--- src/hdl/itoa_pkg.sv ---
`default_nettype none

package itoa_pkg;

    localparam int VALUE_WIDTH_DEF = 32;
    localparam int RADIX_W = 6;
    localparam int CHAR_W = 7;

    // Quotient bits resolved per cycle by the shared divider.
    localparam int DIV_STEP = 8;

    localparam logic [RADIX_W-1:0] RADIX_MIN = 6'd2;
    localparam logic [RADIX_W-1:0] RADIX_MAX = 6'd36;
    localparam logic [RADIX_W-1:0] DIGIT_NINE = 6'd9;
    localparam logic [RADIX_W-1:0] DIGIT_TEN = 6'd10;

    localparam logic [CHAR_W-1:0] CH_ZERO = 7'h30;
    localparam logic [CHAR_W-1:0] CH_A = 7'h41;
    localparam logic [CHAR_W-1:0] CH_MINUS = 7'h2D;

    typedef enum logic [2:0] {
        S_IDLE,
        S_DIVIDE,
        S_MINUS,
        S_FETCH,
        S_EMIT
    } itoa_state_t;

    function automatic logic [CHAR_W-1:0] digit_char(input logic [RADIX_W-1:0] d);
        logic [CHAR_W-1:0] c;
        if (d > DIGIT_NINE) begin
            c = CHAR_W'(d - DIGIT_TEN) + CH_A;
        end
        else begin
            c = CHAR_W'(d) + CH_ZERO;
        end
        return c;
    endfunction

endpackage

`default_nettype wire

--- src/hdl/integer_to_radix_ascii_top.sv ---
// Integer to ASCII text converter for radix 2 to 36.
// Input channel (in_valid/in_ready): value_bits, signed_mode and radix. A radix
// below 2 is treated as 2 and one above 36 as 36. In signed mode a negative
// value prints a leading '-' and then its magnitude.
// Output channel (out_valid/out_ready): one ASCII character per transfer,
// most significant character first; last_char marks the final one.
// Digits come from a shared divider that resolves 8 quotient bits per cycle.
// Digits are kept in a small store and then read back in reverse, each
// character passing through a fetch state and an emit state; a minus sign
// takes a state of its own.
// in_ready is high only while no item is in progress; the next item is
// accepted once the final character sits in the output register.
// A stalled receiver holds the character in the output register and pauses
// the read-back; nothing is dropped. Reset clears the sequencer, the divider
// control and the output valid flag.
`default_nettype none

module integer_to_radix_ascii_top
    import itoa_pkg::*;
#(
    parameter int VALUE_WIDTH = VALUE_WIDTH_DEF
)
(
    input  wire logic                   clk,
    input  wire logic                   rst_n,
    input  wire logic                   in_valid,
    output logic                        in_ready,
    input  wire logic [VALUE_WIDTH-1:0] value_bits,
    input  wire logic                   signed_mode,
    input  wire logic [RADIX_W-1:0]     radix,
    output logic                        out_valid,
    input  wire logic                   out_ready,
    output logic [CHAR_W-1:0]           char_out,
    output logic                        last_char
);

    localparam int PTR_W = $clog2(VALUE_WIDTH);

    itoa_state_t state_reg, state_next;

    logic [PTR_W-1:0]       ptr_reg, ptr_next;
    logic [RADIX_W-1:0]     radix_reg, radix_next;
    logic                   minus_reg, minus_next;
    logic                   out_valid_reg, out_valid_next;
    logic [CHAR_W-1:0]      char_reg, char_next;
    logic                   last_reg, last_next;

    logic [RADIX_W-1:0]     digit_store [VALUE_WIDTH];
    logic [RADIX_W-1:0]     rd_data_reg;
    logic                   store_we;

    logic                   div_start;
    logic [VALUE_WIDTH-1:0] div_dividend;
    logic [RADIX_W-1:0]     div_divisor;
    logic                   div_done;
    logic [VALUE_WIDTH-1:0] div_quot;
    logic [RADIX_W-1:0]     div_rem;

    logic                   slot_free;
    logic                   in_negative;
    logic [RADIX_W-1:0]     radix_sat;

    itoa_div #(
        .VALUE_WIDTH(VALUE_WIDTH)
    ) u_div (
        .clk       (clk),
        .rst_n     (rst_n),
        .start     (div_start),
        .dividend  (div_dividend),
        .divisor   (div_divisor),
        .done      (div_done),
        .quotient  (div_quot),
        .remainder (div_rem)
    );

    assign slot_free = !out_valid_reg || out_ready;
    assign in_negative = signed_mode && value_bits[VALUE_WIDTH-1];

    always_comb
    begin
        if (radix < RADIX_MIN)
        begin
            radix_sat = RADIX_MIN;
        end
        else if (radix > RADIX_MAX)
        begin
            radix_sat = RADIX_MAX;
        end
        else
        begin
            radix_sat = radix;
        end
    end

    always_comb
    begin
        state_next = state_reg;
        ptr_next = ptr_reg;
        radix_next = radix_reg;
        minus_next = minus_reg;
        out_valid_next = out_valid_reg && !out_ready;
        char_next = char_reg;
        last_next = last_reg;
        store_we = 1'b0;
        div_start = 1'b0;
        div_dividend = div_quot;
        div_divisor = radix_reg;
        in_ready = 1'b0;

        unique case (state_reg)
            S_IDLE:
            begin
                in_ready = 1'b1;
                div_divisor = radix_sat;
                div_dividend = in_negative ? (~value_bits + 1'b1) : value_bits;
                if (in_valid)
                begin
                    div_start = 1'b1;
                    radix_next = radix_sat;
                    minus_next = in_negative;
                    ptr_next = '0;
                    state_next = S_DIVIDE;
                end
            end
            S_DIVIDE:
            begin
                if (div_done)
                begin
                    store_we = 1'b1;
                    if (div_quot != '0)
                    begin
                        div_start = 1'b1;
                        ptr_next = ptr_reg + 1'b1;
                    end
                    else if (minus_reg)
                    begin
                        state_next = S_MINUS;
                    end
                    else
                    begin
                        state_next = S_FETCH;
                    end
                end
            end
            S_MINUS:
            begin
                if (slot_free)
                begin
                    out_valid_next = 1'b1;
                    char_next = CH_MINUS;
                    last_next = 1'b0;
                    state_next = S_FETCH;
                end
            end
            S_FETCH:
            begin
                state_next = S_EMIT;
            end
            S_EMIT:
            begin
                if (slot_free)
                begin
                    out_valid_next = 1'b1;
                    char_next = digit_char(rd_data_reg);
                    last_next = (ptr_reg == '0);
                    if (ptr_reg == '0)
                    begin
                        state_next = S_IDLE;
                    end
                    else
                    begin
                        ptr_next = ptr_reg - 1'b1;
                        state_next = S_FETCH;
                    end
                end
            end
            default:
            begin
                state_next = S_IDLE;
            end
        endcase
    end

    always_ff @(posedge clk or negedge rst_n)
    begin
        if (!rst_n)
        begin
            state_reg <= S_IDLE;
            ptr_reg <= '0;
            minus_reg <= 1'b0;
            out_valid_reg <= 1'b0;
        end
        else
        begin
            state_reg <= state_next;
            ptr_reg <= ptr_next;
            minus_reg <= minus_next;
            out_valid_reg <= out_valid_next;
        end
    end

    always_ff @(posedge clk)
    begin
        radix_reg <= radix_next;
        char_reg <= char_next;
        last_reg <= last_next;
    end

    // Digits are written least significant first and read back in reverse.
    always_ff @(posedge clk)
    begin
        if (store_we)
        begin
            digit_store[ptr_reg] <= div_rem;
        end
        rd_data_reg <= digit_store[ptr_reg];
    end

    assign out_valid = out_valid_reg;
    assign char_out = char_reg;
    assign last_char = last_reg;

`ifndef SYNTHESIS
    a_rem_below_radix: assert property (@(posedge clk) disable iff (!rst_n)
        store_we |-> (div_rem < radix_reg))
        else $error("digit remainder not below radix");

    a_radix_in_range: assert property (@(posedge clk) disable iff (!rst_n)
        (state_reg != S_IDLE) |-> (radix_reg >= RADIX_MIN && radix_reg <= RADIX_MAX))
        else $error("working radix out of range");

    a_done_while_dividing: assert property (@(posedge clk) disable iff (!rst_n)
        div_done |-> (state_reg == S_DIVIDE))
        else $error("divider finished outside the divide phase");

    a_last_ends_item: assert property (@(posedge clk) disable iff (!rst_n)
        (state_reg == S_EMIT && slot_free && ptr_reg == '0) |=>
            (state_reg == S_IDLE && out_valid && last_char))
        else $error("final character did not close the item");

    a_minus_not_last: assert property (@(posedge clk) disable iff (!rst_n)
        (state_reg == S_MINUS && slot_free) |=> (char_out == CH_MINUS && !last_char))
        else $error("minus sign marked as final character");
`endif

endmodule

`default_nettype wire

--- src/hdl/itoa_div.sv ---
`default_nettype none

module itoa_div
    import itoa_pkg::*;
#(
    parameter int VALUE_WIDTH = VALUE_WIDTH_DEF
)
(
    input  wire logic                   clk,
    input  wire logic                   rst_n,
    input  wire logic                   start,
    input  wire logic [VALUE_WIDTH-1:0] dividend,
    input  wire logic [RADIX_W-1:0]     divisor,
    output logic                        done,
    output logic [VALUE_WIDTH-1:0]      quotient,
    output logic [RADIX_W-1:0]          remainder
);

    localparam int STEPS = (VALUE_WIDTH + DIV_STEP - 1) / DIV_STEP;
    localparam int PAD_W = STEPS * DIV_STEP;
    localparam int STEP_CNT_W = (STEPS > 1) ? $clog2(STEPS) : 1;

    logic [PAD_W-1:0]      work_reg, work_next;
    logic [RADIX_W-1:0]    rem_reg, rem_next;
    logic [RADIX_W-1:0]    divisor_reg, divisor_next;
    logic [STEP_CNT_W-1:0] step_reg, step_next;
    logic                  busy_reg, busy_next;
    logic                  done_reg, done_next;

    logic [RADIX_W:0]      trial;
    logic [RADIX_W-1:0]    rem_step;
    logic [DIV_STEP-1:0]   qbits;

    // Restoring division, DIV_STEP dividend bits per cycle.  The dividend
    // shifts out at the top while quotient bits shift in at the bottom.
    always_comb
    begin
        trial = '0;
        rem_step = rem_reg;
        qbits = '0;
        for (int i = 0; i < DIV_STEP; i++)
        begin
            trial = {rem_step, work_reg[PAD_W-1-i]};
            if (trial >= {1'b0, divisor_reg})
            begin
                trial = trial - {1'b0, divisor_reg};
                qbits[DIV_STEP-1-i] = 1'b1;
            end
            rem_step = trial[RADIX_W-1:0];
        end
    end

    always_comb
    begin
        work_next = work_reg;
        rem_next = rem_reg;
        divisor_next = divisor_reg;
        step_next = step_reg;
        busy_next = busy_reg;
        done_next = 1'b0;
        if (start)
        begin
            work_next = PAD_W'(dividend);
            rem_next = '0;
            divisor_next = divisor;
            step_next = '0;
            busy_next = 1'b1;
        end
        else if (busy_reg)
        begin
            work_next = (work_reg << DIV_STEP) | PAD_W'(qbits);
            rem_next = rem_step;
            step_next = step_reg + 1'b1;
            if (step_reg == STEP_CNT_W'(STEPS - 1))
            begin
                busy_next = 1'b0;
                done_next = 1'b1;
            end
        end
    end

    always_ff @(posedge clk or negedge rst_n)
    begin
        if (!rst_n)
        begin
            step_reg <= '0;
            busy_reg <= 1'b0;
            done_reg <= 1'b0;
        end
        else
        begin
            step_reg <= step_next;
            busy_reg <= busy_next;
            done_reg <= done_next;
        end
    end

    always_ff @(posedge clk)
    begin
        work_reg <= work_next;
        rem_reg <= rem_next;
        divisor_reg <= divisor_next;
    end

    assign done = done_reg;
    assign quotient = work_reg[VALUE_WIDTH-1:0];
    assign remainder = rem_reg;

endmodule

`default_nettype wire

--- config.mk ---
export PLATFORM = sky130hd
export DESIGN_NAME = integer_to_radix_ascii_top
export DESIGN_NICKNAME = d
export VERILOG_FILES = /design/src/hdl/itoa_pkg.sv /design/src/hdl/integer_to_radix_ascii_top.sv /design/src/hdl/itoa_div.sv
export SDC_FILE = /design/constraint.sdc
export NUM_CORES = 1
export LEC_CHECK = 0
export ABC_AREA = 1
export ABC_CLOCK_PERIOD_IN_PS = 16800
export BUFFER_PORTS_ARGS = -buffer_cell sky130_fd_sc_hd__buf_2
export CAP_MARGIN = 20
export CORE_ASPECT_RATIO = 1.2
export CORE_MARGIN = 10
export CORE_UTILIZATION = 63
export CTS_CLUSTER_SIZE = 25
export DETAILED_ROUTE_END_ITERATION = 7
export PLACE_DENSITY = 0.81
export SLEW_MARGIN = 20
export SYNTH_ARGS = -nofsm -noshare
export SYNTH_HDL_FRONTEND = slang
export SYNTH_SLANG_ARGS = --single-unit
--- constraint.sdc ---
create_clock -name clk -period 16.8 [get_ports clk]
set_input_delay 2.52 -clock clk [delete_from_list [all_inputs] [get_ports clk]]
set_output_delay 2.52 -clock clk [all_outputs]
set_load 0.02 [all_outputs]
==> summary.txt <==
Status
  – Status: completed

Min path
  – Hold path start: u_div.step_reg[1]
  – WHS Path Cells: 1
  – Hold endpoint: u_div.step_reg[1]
  – Worst hold path type: flop to flop

Worst setup path
  – Worst EP arrival: between 10 and 15 ns
  – WS Path Type: flop to flop
  – R2r endpoint: u_div.remainder[5]
  – Worst Setup Start Kind: flop
  – Worst Reg-to-Reg Cells: 80
  – Flop2flop setup slack: between 2 and 2.5 ns
  – Most used cell along the critical path: a21oi_1
  – CP Max Fanout: 19
  – RR Startpoint: u_div.remainder[0]
  – Worst setup EP type: flop
  – Critical Path Slowest Stage Cell: dfxtp_1
  – CP max stage delay: 0.79 ns
  – Critical Path RT: 17.23 ns

Clock network
  – Clock-pin slew on the worst setup and hold paths: ~0.07 ns
  – Cts-stage hold buffer count: 0
  – Clock tree from TritonCTS: yes
  – CTS sink cnt: 270
  – Worst-case clock buffer depth: 3
  – Clk_lat worst skew: around 0.54 ns
  – Post_cts resized: 0
  – CTS Buf Count: 25
  – # H-tree levels: 1
  – Post-CTS setup buffers: 0
  – Root buffer cell: clkbuf_16

Route
  – DRT iter0 DRCs: 1,036
  – DRC Markers: 0
  – First-pass detailed-route iteration total: 6
  – DRT antenna net count: 0
  – Total wire length: about 34,000 um
  – Vias per inst: 6.08
  – Vias after detailed routing: around 11,000
  – WL per Instance: 18.9 um

Finish
  – Area grow syn2layout: 10.1%
  – Fraction of layout cells with a size suffix above 1: a little over 10%
  – Final Cell Area: 15,800 um^2
  – Max reg flops: between 150 and 200
  – Filler Cells Inserted: between 1,500 and 2,000
  – Largest Register: digit_store
  – Ant. Diodes: 0
  – Nets: 1,601

Timing
  – Relative slew slack: between 20 and 25%
  – Clock Skew: ~0.02 ns
  – Final Hold Vio Count: 0
  – RSZ-0062 raised after global routing: false
  – Max Freq: between 0.06 and 0.07 GHz
  – Final worst path period share: between 80% and 90%
  – Pins Over Slew Limit: 0
  – Fin Setup TNS: 0 ns
  – Final Critical Period: 14.49 ns
  – Worst-Margin Slew: between 1 and 1.5 ns
  – Final setup fails: 0

Yosys
  – Async S/R FF share, synth: roughly 5.2%
  – Synthesized flop and latch total: 270
  – Syn Inst Count: around 1,400
  – Main synth FF type: edfxtp_1
  – Syn nets: 1,545
  – Seq/Total Area, Yosys: between 50% and 60%
  – Cell variety after synth: 48
  – Warnings, synthesis: 0
  – Cell Area, Synth: around 14,000 um^2
  – Number of synthesized flops with an enable pin: 244
  – Mean Syn Cell Area: about 10 um^2

GRT
  – Global-route wire length before repair: approximately 54,000 um
  – Initial antenna violation count: 0
  – Largest net degree at the start of global routing: 51
  – GRT overflow: 0
  – GRT Util Overall: between 20% and 30%
  – Vias in the first global route: around 11,000

Floorplanning
  – Row count: 60
  – Die Y: around 190 um
  – I/O pin cnt: 53
  – Die X-Extent: roughly 160 um
  – Die area: roughly 30,000 um^2
  – Initial core utilization: ~64%
  – Core ar.: between 20,000 and 25,000 um^2

Run
  – Max-cap violations: 0

Placement
  – DP HPWL: about 23,000 um
  – GPL Wtd Cong: roughly 0.94
  – Post-Place Cell Area: between 10,000 and 15,000 um^2
  – I/O Buffers: 52
==> kinds of logic (layout without fill, tap and decap cells) <==
kind of cell	after synthesis	count (layout)	synth area share [%]
flip-flops	270	270	55.3
XOR/XNOR	62	62	3.79
adder cells (fa/ha/maj)	66	66	6.24
AND/OR/NAND/NOR	676	676	22.0
buffers and inverters	170	244	4.51
AO/OA/AOI/OAI	192	192	8.18
==> synth_stat cells (4+ instances only) <==
cell type  number  area [um^2]
a22oi_1        48          360
xor2_1         37          324
nand4_1        23          144
clkbuf_1       39          146
dfrtp_1        14          350
inv_1         121          454
edfxtp_1      244         7330
nor2_1         99          372
a221oi_1        4         35.0
nand3_2         4         40.0
ha_1           57          713
a31oi_1         6         37.5
nand2_1       278         1040
nand2_2         7         43.8
o22ai_1         4         25.0
nand3_1       198          991
nor3_1         20          100
nand3_4         7          123
dfxtp_1        12          240
or2_2           6         37.5
nor3b_1         4         30.0
a21oi_1        41          205
o21ai_0        68          340
nor4_1         12         75.1
nand2_4         5         56.3
fa_1            9          180
o21bai_1        4         30.0
nor2_2          8         50.1
xnor2_1        25          219
==> final cells by class <==
class	count	area, um^2	share of cell area [%]
sequential	270	7920	50.2
multi-input combinational	996	5780	36.6
clock buffer	31	648	4.11
inverter	127	477	3.02
timing repair buffer	72	418	2.65
tap	279	349	2.21
clock inverter	14	186	1.18
==> worst max-delay path, delay by kind of cell, from the launching register on <==
family          cells  cell delay (ns)
compound gates     29             5.89
fa+ha+maj           8             2.55
buf+inv            12             1.23
flops               1             0.79
simple gates       31             3.92
==> metal layers <==
layer	wire (um)	global-route usage (%)	vias up
li1	-	-	5208
met4	1600	11.9	0
met3	1800	2.41	105
met2	17700	41.0	412
met1	12800	26.5	5153
met5	0	0	-
==> how the worst max path moves through the flow <==
stage,end,start,depth (start not counted),slack [ns]
6_report,u_div.remainder[5],u_div.remainder[0],80,2.31
5_1_grt,u_div.remainder[5],u_div.remainder[0],82,0.99
4_1_cts,u_div.remainder[5],u_div.remainder[1],79,2.48
3_5_place_dp,u_div.remainder[5],u_div.remainder[1],79,2.50
3_3_place_gp,u_div.remainder[1],u_div.remainder[1],81,3.15
2_1_floorplan,u_div.remainder[5],u_div.divisor_reg[1],83,4.29
==> cells in the final DEF (no fill, tap or decap), types with 13 or more instances in the layout <==
cell       Yosys  routed
inv_1        121     121
xor2_1        37      37
o21ai_0       68      67
nand4_1       23      23
nand3_1      198     198
edfxtp_1     244     244
nor2_1        99      97
ha_1          57      57
nor3_1        20      20
clkbuf_16      0      25
xnor2_1       25      25
a21oi_1       41      41
buf_2          0      52
a22oi_1       48      48
buf_4          0      19
nand2_1      278     278
dfrtp_1       14      13
==> stage by stage <==
stage	util [%]	hold slack (ns)	std cells	setup slack, ns
CTS	70.4	0.520	1788	2.48
finish	70.5	0.525	1789	2.31
detailed placement	66.7	0.502	1743	2.50
floorplan	-	0.448	1436	4.29
global placement	66.7	0.488	1743	3.15
global route	70.5	0.560	1789	0.987
Power is not shown: default switching activity piles up to over one toggle a cycle in this logic, so the estimate is an artifact.
